--- src/hdl/hlw_pkg.sv ---
// Shared types, sizes and the lifting step for the 2D Haar lifting transform unit.
// Used by hlw_pass and haar_lifting_dwt_2d_unit; no other dependencies.
package hlw_pkg;

  localparam int MAX_DIM   = 512;
  localparam int DIM_W     = 10;
  localparam int LINE_W    = $clog2(MAX_DIM);
  localparam int MEM_DEPTH = MAX_DIM * MAX_DIM;
  localparam int ADDR_W    = $clog2(MEM_DEPTH);
  localparam int TOT_W     = ADDR_W + 1;
  localparam int COEF_W    = 10;

  // Configuration register indexes
  typedef enum logic {
    REG_WIDTH  = 1'b0,
    REG_HEIGHT = 1'b1
  } reg_idx_e;

  // Input command carried on the slave-side tuser
  typedef enum logic {
    CMD_LOAD = 1'b0,
    CMD_READ = 1'b1
  } cmd_e;

  // Result status carried on the master-side tuser
  typedef enum logic {
    ST_OK        = 1'b0,
    ST_NOT_READY = 1'b1
  } status_e;

  typedef logic signed [COEF_W-1:0] coef_t;

  // Frame geometry handed to the pass sequencer
  typedef struct packed {
    logic [DIM_W-1:0]  w;
    logic [DIM_W-1:0]  h;
    logic [ADDR_W-1:0] half_total;
  } dims_t;

  // Memory read and write request from the pass sequencer
  typedef struct packed {
    logic              rd_en;
    logic [ADDR_W-1:0] rd_addr;
    logic              wr_en;
    logic [ADDR_W-1:0] wr_addr;
    coef_t             wr_data;
  } mem_req_t;

  typedef struct packed {
    coef_t s;
    coef_t d;
  } lift_t;

  // Detail d = odd - even, approximation s = even + floor(d / 2)
  function automatic lift_t hlw_lift(coef_t e, coef_t o);
    logic signed [COEF_W:0] d;
    logic signed [COEF_W:0] s;
    lift_t r;
    d = $signed({o[COEF_W-1], o}) - $signed({e[COEF_W-1], e});
    s = $signed({e[COEF_W-1], e}) + (d >>> 1);
    r.d = d[COEF_W-1:0];
    r.s = s[COEF_W-1:0];
    return r;
  endfunction

endpackage

--- src/hdl/hlw_pass.sv ---
// Lifting pass sequencer: streams one store through the lifting step into the other.
// Row mode walks rows left to right, column mode walks columns top to bottom.
// Depends on hlw_pkg.
module hlw_pass (
  input  logic             clk_i,
  input  logic             rst_ni,
  input  logic             start_i,
  input  logic             col_mode_i,
  input  hlw_pkg::dims_t   dims_i,
  input  hlw_pkg::coef_t   rd_data_i,
  output hlw_pkg::mem_req_t req_o,
  output logic             busy_o,
  output logic             done_o
);
  import hlw_pkg::*;

  logic              busy_q, col_q, reading_q, rvalid_q, odd_q, pend_q;
  logic [LINE_W-1:0] n_q, line_q;
  logic [LINE_W-2:0] m_q;
  logic [ADDR_W-1:0] rd_addr_q, rline_q, ws_q, wline_q;
  coef_t             even_q;
  logic [ADDR_W-1:0] pend_addr_q;
  coef_t             pend_data_q;

  logic [DIM_W-1:0]  len, lines;
  logic [ADDR_W-1:0] step_in, step_line, d_off;
  logic              n_last, line_last, m_last, quiet, wr_s;
  lift_t             lf;

  // Geometry of the current pass
  assign len       = col_q ? dims_i.h : dims_i.w;
  assign lines     = col_q ? dims_i.w : dims_i.h;
  assign step_in   = col_q ? ADDR_W'(dims_i.w) : ADDR_W'(1);
  assign step_line = col_q ? ADDR_W'(1) : ADDR_W'(dims_i.w);
  assign d_off     = col_q ? dims_i.half_total : ADDR_W'(dims_i.w[DIM_W-1:1]);

  assign n_last    = ({1'b0, n_q} == (len - DIM_W'(1)));
  assign line_last = ({1'b0, line_q} == (lines - DIM_W'(1)));
  assign m_last    = ({1'b0, m_q} == (len[DIM_W-1:1] - (DIM_W-1)'(1)));

  assign lf    = hlw_lift(even_q, rd_data_i);
  assign wr_s  = rvalid_q && odd_q;
  assign quiet = !reading_q && !rvalid_q && !pend_q;

  // Sequencer state
  always_ff @(posedge clk_i or negedge rst_ni) begin
    if (!rst_ni) begin
      busy_q    <= 1'b0;
      col_q     <= 1'b0;
      reading_q <= 1'b0;
      rvalid_q  <= 1'b0;
      odd_q     <= 1'b0;
      pend_q    <= 1'b0;
      n_q       <= '0;
      line_q    <= '0;
      m_q       <= '0;
      rd_addr_q <= '0;
      rline_q   <= '0;
      ws_q      <= '0;
      wline_q   <= '0;
    end else if (start_i) begin
      busy_q    <= 1'b1;
      col_q     <= col_mode_i;
      reading_q <= 1'b1;
      rvalid_q  <= 1'b0;
      odd_q     <= 1'b0;
      pend_q    <= 1'b0;
      n_q       <= '0;
      line_q    <= '0;
      m_q       <= '0;
      rd_addr_q <= '0;
      rline_q   <= '0;
      ws_q      <= '0;
      wline_q   <= '0;
    end else begin
      if (busy_q && quiet) begin
        busy_q <= 1'b0;
      end
      rvalid_q <= reading_q;
      pend_q   <= wr_s;
      // Advance the read address, one entry a cycle
      if (reading_q) begin
        if (n_last) begin
          n_q       <= '0;
          rline_q   <= rline_q + step_line;
          rd_addr_q <= rline_q + step_line;
          line_q    <= line_q + LINE_W'(1);
          if (line_last) begin
            reading_q <= 1'b0;
          end
        end else begin
          n_q       <= n_q + LINE_W'(1);
          rd_addr_q <= rd_addr_q + step_in;
        end
      end
      // Advance the write address once per completed pair
      if (rvalid_q) begin
        odd_q <= !odd_q;
        if (odd_q) begin
          if (m_last) begin
            m_q     <= '0;
            wline_q <= wline_q + step_line;
            ws_q    <= wline_q + step_line;
          end else begin
            m_q  <= m_q + (LINE_W-1)'(1);
            ws_q <= ws_q + step_in;
          end
        end
      end
    end
  end

  // Hold the even sample and the pending detail write
  always_ff @(posedge clk_i) begin
    if (rvalid_q && !odd_q) begin
      even_q <= rd_data_i;
    end
    if (wr_s) begin
      pend_addr_q <= ws_q + d_off;
      pend_data_q <= lf.d;
    end
  end

  // Approximation goes out on the odd sample, detail in the cycle after
  always_comb begin
    req_o.rd_en   = reading_q;
    req_o.rd_addr = rd_addr_q;
    req_o.wr_en   = wr_s || pend_q;
    req_o.wr_addr = wr_s ? ws_q : pend_addr_q;
    req_o.wr_data = wr_s ? lf.s : pend_data_q;
  end

  assign busy_o = busy_q;
  assign done_o = busy_q && quiet;

  // The two writes of a pair never share a cycle
  a_one_write: assert property (@(posedge clk_i) disable iff (!rst_ni) !(wr_s && pend_q))
    else $error("approximation and detail writes collide");

  // A pending detail only follows an approximation write
  a_pend_after_s: assert property (@(posedge clk_i) disable iff (!rst_ni)
    pend_q |-> $past(wr_s))
    else $error("detail write without its pair");

endmodule

--- config.mk ---
export PLATFORM = sky130hd
export DESIGN_NAME = hlw_pass
export DESIGN_NICKNAME = d
export VERILOG_FILES = /design/src/hdl/hlw_pkg.sv /design/src/hdl/hlw_pass.sv
export SDC_FILE = /design/constraint.sdc
export NUM_CORES = 1
export LEC_CHECK = 0
export ABC_CLOCK_PERIOD_IN_PS = 3900
export BUFFER_PORTS_ARGS = -buffer_cell sky130_fd_sc_hd__buf_2
export CAP_MARGIN = 20
export CORE_MARGIN = 1.5
export CORE_UTILIZATION = 40
export DETAILED_ROUTE_END_ITERATION = 10
export PLACE_DENSITY_LB_ADDON = 0.08
export RECOVER_POWER = 100
export SETUP_SLACK_MARGIN = 0.05
export SYNTH_ARGS = -nofsm -noshare
export SYNTH_HDL_FRONTEND = slang
export SYNTH_SLANG_ARGS = --single-unit
export TNS_END_PERCENT = 100
--- constraint.sdc ---
create_clock -name clk_i -period 3.9 [get_ports clk_i]
set_clock_uncertainty 0.2 [all_clocks]
set_input_delay 0.585 -clock clk_i [delete_from_list [all_inputs] [get_ports clk_i]]
set_output_delay 0.585 -clock clk_i [all_outputs]
set_load 0.05 [all_outputs]
==> results.cfg <==
[status]
outcome = finished with violations
failed_checks = capacitance limit, slew limit, setup timing

[synth]
yosysWarnings = 0
synth_compound_gate_area_share_pct = 18.30
synth_flop_cell = dfrtp_1
synth_top_family_by_area = simple AND/OR/NAND/NOR gates
synth_area_per_cell_sq_um = 9.006
ys_types = 84
synthMuxAreaShare_pct = 2.231
syn_nets = 1368
ys_seq_area_share_pct = 33.88
synthCells = 1227
ys_ff_latch = 142
synth_adder_area_share_pct = 10.55
synthXorXnorAreaFrac_pct = 10.46
syn_area_sq_mm = 0.01105
synth-simple-area-share_pct = 21.06
synthArstFlopShare_pct = 73.24
synth_edf_count = 38

[placement]
place_ws_ns = -0.4867
placed_area_sq_mm = 0.01248
dp_hpwl_microns = 24250
numPortBuffers = 101
gp_congestion = 0.8505

[critical_path]
crit_family = compound AO/OA/AOI/OAI gates
crit_chain = inv_2 > buf_6 > fa_2 > a21o_1 > a21oi_2 > nor2b_2 > o21a_1 > nor2_1 > xnor2_1 > ha_2 > o21ai_2 > a21oi_2 > a31oi_1 > xnor2_1 > o21ai_4 > buf_6
max_stage_delay_ns = 0.38
regToRegStartpoint = col_q
critPathKind = flop to output pin
cp-start-kind = flop
arrival_ns = 3.41
rrSetupSlack_ns = -0.13
cp_max_fo = 3
r2r_end = pend_addr_q[16]
path_buf_inv = 3
slowest_stage = edfxtp_1
required_ns = 3.12
endpoint_kind = output pin
rr_worst_depth = 15

[power]
p_leak_nw = 6.010
power.density_mw_per_mm2 = 361.7
seqPwrFrac_pct = 34.3
swShare_pct = 33.78
finalPower_w = 0.004826
intPower_w = 0.003196
peakVddDrop_uv = 302.8
power_frac_comb_pct = 29.5
pwr-share-clk_pct = 36.2
switchingPower_w = 0.001630

[clock_tree]
root_buffer = clkbuf_16
clock_latency_ns = 0.43
cts_buffers = 17
cts.htree.levels = 4
clockBufferDepth = 2
path_clk_slew_ns = 0.07
clock-sinks = 142
cts_tree = done

[sta]
drv_slew = 69
setup_viol = 7
rsz0062_at_grt = true
worst_pin_slew_ns = 2.297
whs_ns = 0.1505
post-route-period-util_pct = 107.5
max_freq_ghz = 0.2386
hold_viol = 0
setup_slack_ns = -0.2912
max_slew_margin_pct = -53.11
finalCriticalPeriod_ns = 4.191

[min_path]
hold_class = input pin to flop
worstHoldStart = rd_data_i[0]
hold_end = even_q[0]
min_path_cells = 1

[drt]
first_pass_iters = 4
ant_nets = 0
totalWireLength_microns = 31900
vias_per_cell = 5.463
wl_per_cell_microns = 18.27
drt_iter0_markers = 514
drc = 0
vias = 9538

[global_routing]
antenna_found_initial = 0
grt_max_degree = 67
grt_first_pass_wirelength_microns = 50340
grtUsageTotal_pct = 22.61
grt_pass1_vias = 9235
grt_overflow = 0

[die]
num_rows = 60
start_util_pct = 40.89
dieHeight_microns = 169.2
design.core.area_sq_mm = 0.02703
die-area_sq_mm = 0.02863
ios = 102
die_w_microns = 169.2

[cells_and_area]
diodes = 0
fill_cells = 2606
layout.nets = 1533
areaGrowthSynthToFinish_pct = 20.75
final_area_sq_mm = 0.01334
drive_gt1_share_pct = 18.93
mostFrequentLayoutCells = nand2_1, dfrtp_1, nor2_1, xnor2_1, ha_1
mostFrequentLayoutCell = nand2_1

[run]
drv_cap = 2
cells in the mapped netlist, types with 8 or more instances:
library cell	instances	area [sq um]
and2_1	28	175.2
a211oi_1	8	60.06
clkbuf_1	21	78.83
nand4_1	18	112.6
a22o_1	16	140.1
o211ai_1	9	67.56
or3_1	8	50.05
xnor2_1	83	727.0
a31oi_1	8	50.05
and3_1	17	106.4
edfxtp_1	38	1141
a21o_1	31	232.7
xor2_1	49	429.2
o31ai_1	9	67.56
o21ai_0	52	260.3
nand2_1	145	544.3
a21oi_1	61	305.3
nand3_1	29	145.1
nand2b_1	16	100.1
inv_1	45	168.9
dfrtp_1	104	2603
or2_2	8	50.05
nor2_1	104	390.4
nor3_1	21	105.1
o221ai_1	10	87.58
nor2b_1	30	187.7
o21a_1	14	105.1
mux2i_1	12	120.1
buf_2	12	60.06
ha_1	82	1026
power groups by stage:
stage                     Clock [W]  Sequential, W  Combinational [W]
final                       0.00174        0.00166            0.00142
after floorplan                   0        0.00174           0.000821
after CTS                   0.00179        0.00165            0.00136
after global placement            0        0.00168            0.00129
after global routing        0.00185        0.00166            0.00156
after detailed placement          0        0.00168            0.00130
timing repair:
action,4_1_cts,5_1_grt
hold buffers,1,0
setup buffers,6,5
pin swaps,13,12
resized for setup,29,31
hold endpoints to repair,38,0
setup endpoints to repair,6,7
metrics by stage:
step	util (%)	cells	setup TNS (ns)
after CTS	48.95	1742	-0.9795
after floorplan	-	1227	-0.1979
after global placement	46.19	1704	-1.184
final	49.38	1746	-1.151
after global routing	49.38	1746	-26.11
after detailed placement	46.19	1704	-1.424
routing by layer:
layer | GRT usage, % | wire (microns)
met1 | 31.63 | 15700
met4 | 4.886 | 401
met3 | 3.265 | 1117
met5 | 0 | 0
met2 | 37.07 | 14680
kinds of logic after synthesis:
logic type,Yosys count
DFF,142
xor gates and xnor gates,132
muxes,22
AOI/OAI and AO/OA,291
adders and majority gates,89
and+or+nand+nor,464
buffers and inverters,87
flip-flops by register name, summed over array words and instances, names as in the netlist:
name,cells
rd_addr_q,18
even_q,10
pend_addr_q,18
pend_q,1
reading_q,1
col_q,1
m_q,8
rvalid_q,1
n_q,9
busy_o,1
pend_data_q,10
wline_q,18
rline_q,18
line_q,9
ws_q,18
odd_q,1
worst max path at each step:
stage / start / end / slack [ns] / cells past startpoint
after floorplan: rd_data_i[0] / req_o[8] / -0.20 / 14
after global placement: rd_data_i[1] / req_o[9] / -0.44 / 16
after detailed placement: rd_data_i[1] / req_o[9] / -0.49 / 16
after CTS: even_q[0] / req_o[9] / -0.29 / 16
after global routing: even_q[1] / req_o[9] / -0.47 / 14
final: even_q[1] / req_o[9] / -0.29 / 16
area by class of cell:
| class | instances | area, sq um | share of cell area (%) |
|---|---|---|---|
| clock inverter | 14 | 167.7 | 1.256 |
| multi-input combinational | 998 | 7156 | 53.62 |
| timing repair buffer | 188 | 1227 | 9.198 |
| clock buffer | 18 | 450.4 | 3.376 |
| sequential | 142 | 3745 | 28.06 |
| tap | 341 | 426.7 | 3.197 |
| inverter | 45 | 171.4 | 1.285 |
(Power assumes the default switching activity.)
